[src/hw/rtl/slbm_pkg.sv]
// shared types and constants for the serial loaded bank mapper
// no dependencies
package slbm_pkg;

    localparam logic [1:0] FUNC_CPU_WRITE = 2'd0;
    localparam logic [1:0] FUNC_CPU_READ  = 2'd1;
    localparam logic [1:0] FUNC_PPU_READ  = 2'd2;
    localparam logic [1:0] FUNC_NONE      = 2'd3;

    localparam logic [1:0] REG_CONTROL  = 2'd0;
    localparam logic [1:0] REG_CHR_LOW  = 2'd1;
    localparam logic [1:0] REG_CHR_HIGH = 2'd2;
    localparam logic [1:0] REG_PRG      = 2'd3;

    localparam logic [1:0] PRG_MODE_FIX_FIRST = 2'd2;

    localparam logic [4:0] CONTROL_RESET    = 5'h1C;
    localparam logic [3:0] PRG_SEL_RESET    = 4'hF;
    localparam logic [4:0] BANK_COUNT_RESET = 5'd16;
    localparam logic [4:0] PRG_MODE3_MASK   = 5'h0C;

    typedef struct packed {
        logic [1:0]  func;
        logic [15:0] address;
        logic [7:0]  data_byte;
    } in_item_t;

    typedef struct packed {
        logic [17:0] rom_offset;
        logic        hit;
        logic [1:0]  mirroring;
    } out_item_t;

    typedef struct packed {
        logic [3:0] shift_bits;
        logic [2:0] shift_count;
        logic [4:0] control;
        logic [4:0] chr_low;
        logic [4:0] chr_high;
        logic [3:0] prg_sel;
        logic [3:0] last_bank;
    } map_state_t;

endpackage

[src/hw/rtl/slbm_regs.sv]
// serial load shift register, bank registers and bank count register
// depends on slbm_pkg
module slbm_regs
    import slbm_pkg::*;
(
    input  logic       clk,
    input  logic       rst_n,
    input  logic       cfg_we,
    input  logic [4:0] cfg_wdata,
    input  logic       step,
    input  in_item_t   item,
    output map_state_t state,
    output logic [4:0] control_next
);

    logic [3:0] shift_bits_reg, shift_bits_next;
    logic [2:0] shift_count_reg, shift_count_next;
    logic [4:0] ctl_reg, control_next_i;
    logic [4:0] chr_low_reg, chr_low_next;
    logic [4:0] chr_high_reg, chr_high_next;
    logic [3:0] prg_sel_reg, prg_sel_next;
    logic [4:0] bank_count_reg;
    logic [4:0] commit_value;
    logic       write_hit;

    assign write_hit    = step && (item.func == FUNC_CPU_WRITE) && item.address[15];
    assign commit_value = {item.data_byte[0], shift_bits_reg};

    always_comb
    begin
        shift_bits_next  = shift_bits_reg;
        shift_count_next = shift_count_reg;
        control_next_i   = ctl_reg;
        chr_low_next     = chr_low_reg;
        chr_high_next    = chr_high_reg;
        prg_sel_next     = prg_sel_reg;
        if (write_hit)
        begin
            if (item.data_byte[7])
            begin
                shift_bits_next  = '0;
                shift_count_next = '0;
                control_next_i   = ctl_reg | PRG_MODE3_MASK;
            end
            else if (shift_count_reg[2])
            begin
                shift_bits_next  = '0;
                shift_count_next = '0;
                case (item.address[14:13])
                    REG_CONTROL:  control_next_i = commit_value;
                    REG_CHR_LOW:  chr_low_next   = commit_value;
                    REG_CHR_HIGH: chr_high_next  = commit_value;
                    REG_PRG:      prg_sel_next   = commit_value[3:0];
                    default:      prg_sel_next   = commit_value[3:0];
                endcase
            end
            else
            begin
                shift_bits_next  = {item.data_byte[0], shift_bits_reg[3:1]};
                shift_count_next = shift_count_reg + 3'd1;
            end
        end
    end

    always_ff @(posedge clk or negedge rst_n)
    begin
        if (!rst_n)
        begin
            shift_bits_reg  <= '0;
            shift_count_reg <= '0;
            ctl_reg         <= CONTROL_RESET;
            chr_low_reg     <= '0;
            chr_high_reg    <= '0;
            prg_sel_reg     <= PRG_SEL_RESET;
            bank_count_reg  <= BANK_COUNT_RESET;
        end
        else
        begin
            shift_bits_reg  <= shift_bits_next;
            shift_count_reg <= shift_count_next;
            ctl_reg         <= control_next_i;
            chr_low_reg     <= chr_low_next;
            chr_high_reg    <= chr_high_next;
            prg_sel_reg     <= prg_sel_next;
            if (cfg_we)
            begin
                bank_count_reg <= cfg_wdata;
            end
        end
    end

    assign control_next      = control_next_i;
    assign state.shift_bits  = shift_bits_reg;
    assign state.shift_count = shift_count_reg;
    assign state.control     = ctl_reg;
    assign state.chr_low     = chr_low_reg;
    assign state.chr_high    = chr_high_reg;
    assign state.prg_sel     = prg_sel_reg;
    assign state.last_bank   = bank_count_reg[3:0] - 4'd1;

endmodule

[src/hw/rtl/slbm_xlate.sv]
// address translation of cpu and ppu reads into rom byte offsets
// depends on slbm_pkg
module slbm_xlate
    import slbm_pkg::*;
(
    input  in_item_t   item,
    input  map_state_t state,
    input  logic [4:0] control_next,
    output out_item_t  result
);

    logic [1:0]  prg_mode;
    logic [3:0]  win_bank;
    logic [17:0] offset;
    logic        hit;

    assign prg_mode = state.control[3:2];

    always_comb
    begin
        offset   = '0;
        hit      = 1'b0;
        win_bank = '0;
        case (item.func)
            FUNC_CPU_READ:
            begin
                if (item.address[15])
                begin
                    hit = 1'b1;
                    if (!prg_mode[1])
                    begin
                        offset = {state.prg_sel[3:1], item.address[14:0]};
                    end
                    else
                    begin
                        if (!item.address[14])
                            win_bank = (prg_mode == PRG_MODE_FIX_FIRST) ? 4'd0 : state.prg_sel;
                        else
                            win_bank = (prg_mode == PRG_MODE_FIX_FIRST) ? state.prg_sel
                                                                        : state.last_bank;
                        offset = {win_bank, item.address[13:0]};
                    end
                end
            end
            FUNC_PPU_READ:
            begin
                if (item.address[15:13] == 3'd0)
                begin
                    hit = 1'b1;
                    if (state.control[4])
                    begin
                        if (!item.address[12])
                            offset = {1'b0, state.chr_low, item.address[11:0]};
                        else
                            offset = {1'b0, state.chr_high, item.address[11:0]};
                    end
                    else
                    begin
                        offset = {1'b0, state.chr_low[4:1], item.address[12:0]};
                    end
                end
            end
            default:
            begin
                offset = '0;
                hit    = 1'b0;
            end
        endcase
    end

    assign result.rom_offset = offset;
    assign result.hit        = hit;
    assign result.mirroring  = control_next[1:0];

endmodule

[src/hw/rtl/serial_loaded_bank_mapper_core.sv]
// Serial loaded bank mapper. Each item is a cpu write, cpu read, ppu read or
// no-op and gives exactly one result item. An item is registered at the input,
// decoded against the mapper registers when it advances (which also commits any
// register update) and lands in the output register; one item per cycle is
// sustained while out_ready stays high; in_ready drops only while the input
// register is full and the output register is held.
// The bank count register (cfg_we, cfg_wdata) may be written whenever no item
// is in flight. Reset leaves 16K prg mode 3 with the last bank fixed.
// depends on slbm_pkg, slbm_regs, slbm_xlate
module serial_loaded_bank_mapper_core
    import slbm_pkg::*;
(
    input  logic       clk,
    input  logic       rst_n,
    input  logic       cfg_we,
    input  logic [4:0] cfg_wdata,
    input  logic       in_valid,
    output logic       in_ready,
    input  in_item_t   in_data,
    output logic       out_valid,
    input  logic       out_ready,
    output out_item_t  out_data
);

    logic       s1_valid_reg, s1_valid_next;
    in_item_t   s1_item_reg;
    logic       out_valid_reg, out_valid_next;
    out_item_t  out_item_reg;
    logic       advance;
    map_state_t state;
    logic [4:0] control_next;
    out_item_t  result;

    assign advance  = s1_valid_reg && (!out_valid_reg || out_ready);
    assign in_ready = !s1_valid_reg || advance;

    assign s1_valid_next  = (in_valid && in_ready) || (s1_valid_reg && !advance);
    assign out_valid_next = advance || (out_valid_reg && !out_ready);

    slbm_regs u_regs (
        .clk          (clk),
        .rst_n        (rst_n),
        .cfg_we       (cfg_we),
        .cfg_wdata    (cfg_wdata),
        .step         (advance),
        .item         (s1_item_reg),
        .state        (state),
        .control_next (control_next)
    );

    slbm_xlate u_xlate (
        .item         (s1_item_reg),
        .state        (state),
        .control_next (control_next),
        .result       (result)
    );

    always_ff @(posedge clk or negedge rst_n)
    begin
        if (!rst_n)
        begin
            s1_valid_reg  <= 1'b0;
            out_valid_reg <= 1'b0;
        end
        else
        begin
            s1_valid_reg  <= s1_valid_next;
            out_valid_reg <= out_valid_next;
        end
    end

    always_ff @(posedge clk)
    begin
        if (in_valid && in_ready)
        begin
            s1_item_reg <= in_data;
        end
        if (advance)
        begin
            out_item_reg <= result;
        end
    end

    assign out_valid = out_valid_reg;
    assign out_data  = out_item_reg;

    a_miss_zero_offset: assert property (@(posedge clk) disable iff (!rst_n)
        out_valid && !out_data.hit |-> out_data.rom_offset == '0)
        else $error("result without hit carries a nonzero offset");

    a_shift_count_range: assert property (@(posedge clk) disable iff (!rst_n)
        state.shift_count <= 3'd4)
        else $error("shift count past five bits");

    a_stall_cause: assert property (@(posedge clk) disable iff (!rst_n)
        !in_ready |-> s1_valid_reg && out_valid_reg && !out_ready)
        else $error("input stalled without a held result");

    a_result_follows: assert property (@(posedge clk) disable iff (!rst_n)
        advance |=> out_valid)
        else $error("advanced item missing from output register");

endmodule

[config.mk]
export PLATFORM = sky130hd
export DESIGN_NAME = serial_loaded_bank_mapper_core
export DESIGN_NICKNAME = d
export VERILOG_FILES = /design/src/hw/rtl/slbm_pkg.sv /design/src/hw/rtl/slbm_regs.sv /design/src/hw/rtl/slbm_xlate.sv /design/src/hw/rtl/serial_loaded_bank_mapper_core.sv
export SDC_FILE = /design/constraint.sdc
export NUM_CORES = 1
export LEC_CHECK = 0
export BUFFER_PORTS_ARGS = -buffer_cell sky130_fd_sc_hd__clkbuf_2
export CAP_MARGIN = 20
export CORE_MARGIN = 3
export CORE_UTILIZATION = 55
export CTS_CLUSTER_DIAMETER = 200
export CTS_CLUSTER_SIZE = 8
export DETAILED_ROUTE_END_ITERATION = 16
export GPL_TIMING_DRIVEN = 0
export MAX_ROUTING_LAYER = met4
export PLACE_DENSITY = 0.79
export SLEW_MARGIN = 20
export SYNTH_ARGS = -nofsm -noshare
export SYNTH_HDL_FRONTEND = slang
export SYNTH_HIERARCHICAL = 1
export SYNTH_SLANG_ARGS = --single-unit
[constraint.sdc]
create_clock -name clk -period 3.2 [get_ports clk]
set_input_delay 0.48 -clock clk [delete_from_list [all_inputs] [get_ports clk]]
set_output_delay 0.48 -clock clk [all_outputs]
set_load 0.02 [all_outputs]
# == Yosys cells after proc, flatten, opt, wreduce, memory -nomap -nowiden ==
# Cells that the tools add are included.
# word_totals
output_inout_bits,23
input_bits,36
ff_bits,79
# op_classes
n_bitwise,1
n_reduce_logical,24
add_sub_neg,2
n_eq_ne,6
muxes,20
# ops
op,n
$mux 18,3
$pmux 18 s2,1
$mux 17,2
$mux 4,8
$reduce_and 4->1,4
$eq 2x2->1 const B,4
$logic_and 1x1->1,6
$mux 3,2
$eq 2x1->1 const B,2
$logic_not 1->1,4
$logic_not 2->1,2
$logic_or 1x1->1,4
$reduce_bool 2->1,2
$sub 4x1->4 const B,1
$add 3x1->3 const B,1
$logic_not 3->1,1
$reduce_and 3->1,1
$mux 1,2
$mux 2,1
$pmux 1 s2,1
$not 1->1,1

# == Longest topological paths before layout ==
# Gate-level depths: netlist of the first run.
# depth
ltp_word,6
depth_mapped,7

# == Hierarchy ==
# Netlist of the first run, hierarchy kept.
# modules_own_cells
mod,area_per_inst_um2,cells_each,instances,seq_area_each_um2
serial_loaded_bank_mapper_core,1515.2,55,1,1461.4
slbm_regs,1335.0,101,1,759.5
slbm_xlate,419.2,62,1,0.0

# == Worst setup path before layout of the first run ==
# Ideal clock, no wire load.
# synth_path
path_kind,flip-flop to flip-flop
from,"register out_valid_reg, in the netlist out_valid"
to,register out_item_reg (netlist bit out_data[0]) (data pin)
arrival_time_ns,2.109
required_ns,2.949
setup_time_ns,0.251
stages_incl_launch_ff,7
slack_ns,0.839
n_path_buf,1
cell_sequence,dfrtp_1 > nand2b_1 > and2_1 > and4bb_4 > nand3_2 > mux2_2 > buf_4
# synth_between
elab_chain_cells,6
# synth_rtl
item,line,text
from (decl),serial_loaded_bank_mapper_core.sv:27,"logic out_valid_reg, out_valid_next;"
from (signal assigned),serial_loaded_bank_mapper_core.sv:68,out_valid_reg <= out_valid_next;
$logic_not 1->1,serial_loaded_bank_mapper_core.sv:34,assign advance = s1_valid_reg && (!out_valid_reg || out_ready);
$logic_or 1x1->1,serial_loaded_bank_mapper_core.sv:34,
$logic_and 1x1->1,serial_loaded_bank_mapper_core.sv:34,
named net advance,serial_loaded_bank_mapper_core.sv:29,logic advance;
$logic_and 1x1->1 (2 in series),slbm_regs.sv:26,assign write_hit = step && (item.func == FUNC_CPU_WRITE) && item.address[15];
$mux 2,slbm_regs.sv:37,if (write_hit)
named net control_next[0],serial_loaded_bank_mapper_core.sv:31,logic [4:0] control_next;
to (signal assigned),serial_loaded_bank_mapper_core.sv:80,out_item_reg <= result;
to (decl),serial_loaded_bank_mapper_core.sv:28,out_item_t out_item_reg;
# The timed path passes the listed nets, and every way through them passes these cells.
# A chain may end at the register's enable or synchronous reset.

# == Final worst setup path of the first run ==
# Same ends and word-level chain as after synthesis.

==> results of run 1 <==
==> worst max path at each step <==
stage	startpoint	end	slack, ns	cells after the start
6_report	out_valid	out_data[0]	0.66	6
5_1_grt	out_valid	out_data[0]	0.49	6
2_1_floorplan	out_valid	out_data[0]	0.84	6
3_3_place_gp	out_ready	out_data[0]	0.50	7
3_5_place_dp	out_ready	out_data[1]	0.47	7
4_1_cts	out_valid	out_data[0]	0.62	6
==> power groups by stage <==
stage	Combinational (mW)	Clock [mW]	Sequential, mW
2_1_floorplan	0.0777	0	1.13
3_3_place_gp	0.158	0	1.11
3_5_place_dp	0.164	0	1.12
4_1_cts	0.166	0.717	1.10
5_1_grt	0.183	0.757	1.11
6_report	0.163	0.696	1.10
==> cells in the final DEF (no fill, tap or decap), types with 2 or more instances in the layout <==
cell type,count
a21o_1,2
a21oi_1,2
a22oi_1,2
a31oi_1,3
and2_2,12
buf_4,4
buf_6,2
clkbuf_2,51
clkbuf_8,9
clkinv_2,2
clkinvlp_4,3
dfrtp_1,25
dfstp_2,7
edfxtp_1,41
ha_1,4
inv_1,9
mux2_2,15
mux2_4,4
mux2i_1,5
nand2_1,17
nand2b_1,3
nand3_1,9
nand4b_4,2
nor2_1,7
nor3_1,2
o21ai_0,8
o22ai_1,5
or2_2,2
xor2_1,2
==> final cells by class <==
cell class | instances | area, um2 | area share (%)
inverters | 9 | 33.8 | 0.931
clock buffers | 9 | 124 | 3.41
flip-flops and latches | 73 | 2040 | 56.3
plain buffers | 8 | 61.3 | 1.69
well taps | 70 | 87.6 | 2.41
multi-input cells | 122 | 953 | 26.3
repair buffers | 51 | 255 | 7.04
clock inverters | 7 | 71.3 | 1.97
==> worst max-delay path, delay by kind of cell (launching register included) <==
kind / cells / cell delay (ns)
and+or+nand+nor: 4 / 1.44
muxes: 1 / 0.30
DFF: 1 / 0.42
buffers and inverters: 1 / 0.13
==> through the flow <==
step | setup slack, ns | cells | util, %
final | 0.665 | 349 | 68.8
after floorplan | 0.839 | 212 | -
after detailed placement | 0.465 | 333 | 65.1
after CTS | 0.618 | 349 | 68.8
after global routing | 0.490 | 349 | 68.8
after global placement | 0.498 | 333 | 65.1
==> metal layers <==
metal,vias up,GRT usage (%),share of wire (%)
li1,885,-,-
met5,-,-,0
met2,54,30.1,49
met4,0,8.95,2.5
met3,14,6.32,5.1
met1,872,21.1,44
==> impl_metrics.json, run 1 <==
{
  "drt_iter0_drc": 57,
  "antenna_cells": 0,
  "relSlewSlack_pct": 34.5,
  "worstPathRequired_ns": 3.31,
  "p_switching_mw": 0.476,
  "ant_nets": 0,
  "drive_gt1_share_pct": 44.4,
  "cts_resized": 0,
  "gr-total-overflow": 0,
  "ctsRootBufferMaster": "clkbuf_8",
  "status": "finished, final reports clean",
  "tightestPinTransition_ns": 0.982,
  "crit_fanout": 23,
  "drv_cap": 0,
  "largest_register_ffs": 21,
  "cp-end-kind": "flip-flop",
  "vias_per_cell": 5.23,
  "grt_pass1_wl_mm": 8.67,
  "place_congestion": 0.856,
  "p_int_mw": 1.48,
  "die_w_um": 80.9,
  "placed_area_um2": 3430,
  "die_y_um": 80.9,
  "fin_tns_setup_ns": 0,
  "finalClockSkew_ns": 0.00721,
  "syn_nets": 252,
  "syn_inst": 212,
  "num-nets-final": 314,
  "cp_cell_sequence": "nand2b_1 > and2_1 > and4bb_4 > nand3_2 > mux2_2 > buf_4",
  "crit_arrival_ns": 2.65,
  "routedWlPerCell_um": 15.1,
  "die_area_um2": 6550,
  "total_power_mw": 1.96,
  "swShare_pct": 24.3,
  "fin_area_um2": 3630,
  "htreeDepth": 3,
  "synthToLayoutAreaGrowth_pct": 17.4,
  "path_class": "flip-flop to flip-flop",
  "synth.avg_cell_area_um2": 14.6,
  "fin_crit_ns": 2.54,
  "rrSetupSlack_ns": 0.66,
  "clkPwrFrac_pct": 35.6,
  "cts_sinks": 73,
  "seq_power_share_pct": 56.1,
  "r2r_cells": 6,
  "firstDrtPassIters": 4,
  "clk-insertion-delay-late_ns": 0.35,
  "hpwl_mm": 3.65,
  "initial_core_util_pct": 58.6,
  "yosysWarnings": 6,
  "coreArea_um2": 5270,
  "cts_hold_buf": 0,
  "reg2reg_to": "out_data[0]",
  "leakagePower_nw": 1.65,
  "port_buffers": 51,
  "finalSetupViolations": 0,
  "startpoint_type": "flip-flop",
  "drv_slew": 0,
  "fmax_mhz": 394,
  "post_cts_buffers": 0,
  "path_clk_slew_ns": 0.07,
  "num_rows": 26,
  "max_stage_delay_ns": 0.78,
  "grt_pass1_vias": 1884,
  "via_count": 1825,
  "grt_start_max_net_pins": 33,
  "ios": 59,
  "ir_drop_uv": 477,
  "rsz0062_at_grt": "no",
  "grt_usage_pct": 18.8,
  "drc": 0,
  "grt_antenna_before_repair": 0,
  "r2r_start": "out_valid",
  "cts_tree": "yes",
  "holdWs_ns": 0.213,
  "cts_buffers": 9,
  "power_density_nw_per_um2": 540,
  "hold_class": "input pin to asynchronous set/reset pin",
  "period_share_pct": 79.2,
  "cts_buffer_depth": 2,
  "syn_area_um2": 3090,
  "fillCellCount": 387,
  "pwr-share-comb_pct": 8.3,
  "hold_viol": 0,
  "wl_mm": 5.26,
  "cpMaxStageDelayCell": "and2_1"
}
No activity file was read; power rests on OpenSTA's default activity.
==> run 2: changes to the inputs <==
CORE_UTILIZATION = 50   (was 55)
PLACE_DENSITY = 0.76   (was 0.79)
clock period = 2.1 ns   (was 3.2 ns; I/O delays follow)
==> run 2 against run 1 <==
Via count is 0.71% higher. Register-to-register slack worse by 0.52 ns. Combinational power is 54% higher. Clock skew hardly changed. Largest power group unchanged.
==> impl_metrics.json, run 2 (synthesis gave the netlist of run 1 again) <==
{
  "drt_iter0_drc": 92,
  "vias_per_cell": 5.18,
  "crit_arrival_ns": 2.06,
  "path_class": "flip-flop to flip-flop",
  "num_rows": 28,
  "finalClockSkew_ns": 0.00728,
  "final_cells": 355,
  "firstDrtPassIters": 4,
  "drv_cap": 0,
  "tightestPinTransition_ns": 0.771,
  "hold_viol": 0,
  "cts_buffers": 9,
  "drc": 0,
  "grt_pass1_wl_mm": 8.91,
  "final_cell_mix": "clkbuf_2 (51), edfxtp_1 (41), dfrtp_1 (25)",
  "die_y_um": 84.6,
  "dp_cells": 338,
  "largest_register_ffs": 21,
  "hpwl_mm": 3.68,
  "coreArea_um2": 5960,
  "final_core_util_pct": 61.3,
  "num-nets-final": 315,
  "drv_slew": 0,
  "ctsRootBufferMaster": "clkbuf_8",
  "fillCellCount": 487,
  "path_clk_slew_ns": 0.08,
  "die_w_um": 84.6,
  "grt_pass1_vias": 1806,
  "synthToLayoutAreaGrowth_pct": 18.2,
  "rrSetupSlack_ns": 0.14,
  "initial_core_util_pct": 51.9,
  "fmax_mhz": 511,
  "cts_hold_buf": 0,
  "cts_sinks": 73,
  "cts_buffer_depth": 2,
  "layout_commonest_cell": "clkbuf_2",
  "antenna_cells": 0,
  "gr-total-overflow": 0,
  "relSlewSlack_pct": 48.6,
  "period_share_pct": 93.1,
  "fin_crit_ns": 1.96,
  "routedWlPerCell_um": 14.8,
  "wl_mm": 5.25,
  "port_buffers": 51,
  "drive_gt1_share_pct": 45.0,
  "cp-end-kind": "flip-flop",
  "htreeDepth": 3,
  "hold_class": "input pin to asynchronous set/reset pin",
  "power_density_nw_per_um2": 831,
  "place_congestion": 0.750,
  "grt_start_max_net_pins": 33,
  "startpoint_type": "flip-flop",
  "grt_antenna_before_repair": 0,
  "die_area_um2": 7160,
  "via_count": 1838,
  "leakagePower_nw": 1.66,
  "worstPathRequired_ns": 2.20,
  "reg2reg_to": "out_data[1]",
  "r2r_cells": 6,
  "r2r_start": "out_valid",
  "cts_tree": "yes",
  "ir_drop_uv": 619,
  "critPathLaunch": "out_valid",
  "crit_fanout": 12,
  "rsz0062_at_grt": "no",
  "ant_nets": 0,
  "clk-insertion-delay-late_ns": 0.34,
  "status": "finished, final reports clean",
  "cp-endpoint": "out_data[1]",
  "ios": 59,
  "finalSetupViolations": 0,
  "post_cts_buffers": 0,
  "grt_usage_pct": 16.8
}
run 2: changes by cell type in the layout (fill, tap and decap cells not counted), sizes merged:
cell and delta:
inv +2, and2 +1, clkinv -1, clkinvlp -1
run 2: per-layer routing:
layer	wire (um)	GRT usage [%]	up-vias
met1	2380	21.5	884
met2	2540	25.3	49
met3	246	5.30	6
met4	87	6.04	0
li1	-	-	899
met5	0	-	-
run 2: worst min-delay path by stage:
stage	from	depth (start not counted)	to	slack (ns)
after global placement	rst_n	1	u_regs/bank_count_reg[1]	0.42
after detailed placement	rst_n	1	u_regs/bank_count_reg[2]	0.43
after global routing	rst_n	1	u_regs/chr_high_reg[4]	0.08
final	rst_n	1	u_regs/bank_count_reg[1]	0.03
after floorplan	rst_n	0	out_valid	0.02
after CTS	rst_n	1	u_regs/shift_bits_reg[0]	0.06
run 2: repair_timing:
item / CTS / global route
gates resized for setup: 1 / 0
cloned: 0 / 1
setup endpoints to repair: 6 / 2
run 2: critical path, cell delays in order (launching register included):
cell,delay [ns]
dfrtp_1,0.43
nand2b_1,0.14
and2_4,0.26
and4bb_4,0.33
nand3_2,0.11
mux2_2,0.30
buf_4,0.13
run 2: final cells by class:
| type | instances | area [um2] | share of cell area [%] |
|---|---|---|---|
| Sequential cell | 73 | 2040 | 55.9 |
| Multi-Input combinational cell | 123 | 963 | 26.4 |
| Timing Repair Buffer | 51 | 255 | 6.99 |
| Clock inverter | 7 | 78.8 | 2.16 |
| Inverter | 9 | 33.8 | 0.925 |
| Buffer | 8 | 61.3 | 1.68 |
| Tap cell | 75 | 93.8 | 2.57 |
| Clock buffer | 9 | 124 | 3.39 |
run 2: report_power, final:
part / internal (mW) / leakage (nW) / switching (mW)
clock: 0.560 / 0.0977 / 0.550
sequential: 1.61 / 0.807 / 0.0595
combinational: 0.100 / 0.760 / 0.151
total: 2.27 / 1.66 / 0.760
run 2: metrics by stage:
step	setup WS (ns)	cell area [um2]	power [mW]	hold WS, ns	setup TNS, ns
floorplan	0.00435	3090	1.84	0.0194	0
finish	0.144	3650	3.03	0.0338	0
global placement	-0.0871	3440	1.94	0.425	-0.174
global route	0.0511	3650	3.18	0.0815	0
CTS	0.0472	3640	3.06	0.0552	0
detailed placement	-0.128	3440	1.95	0.431	-0.315
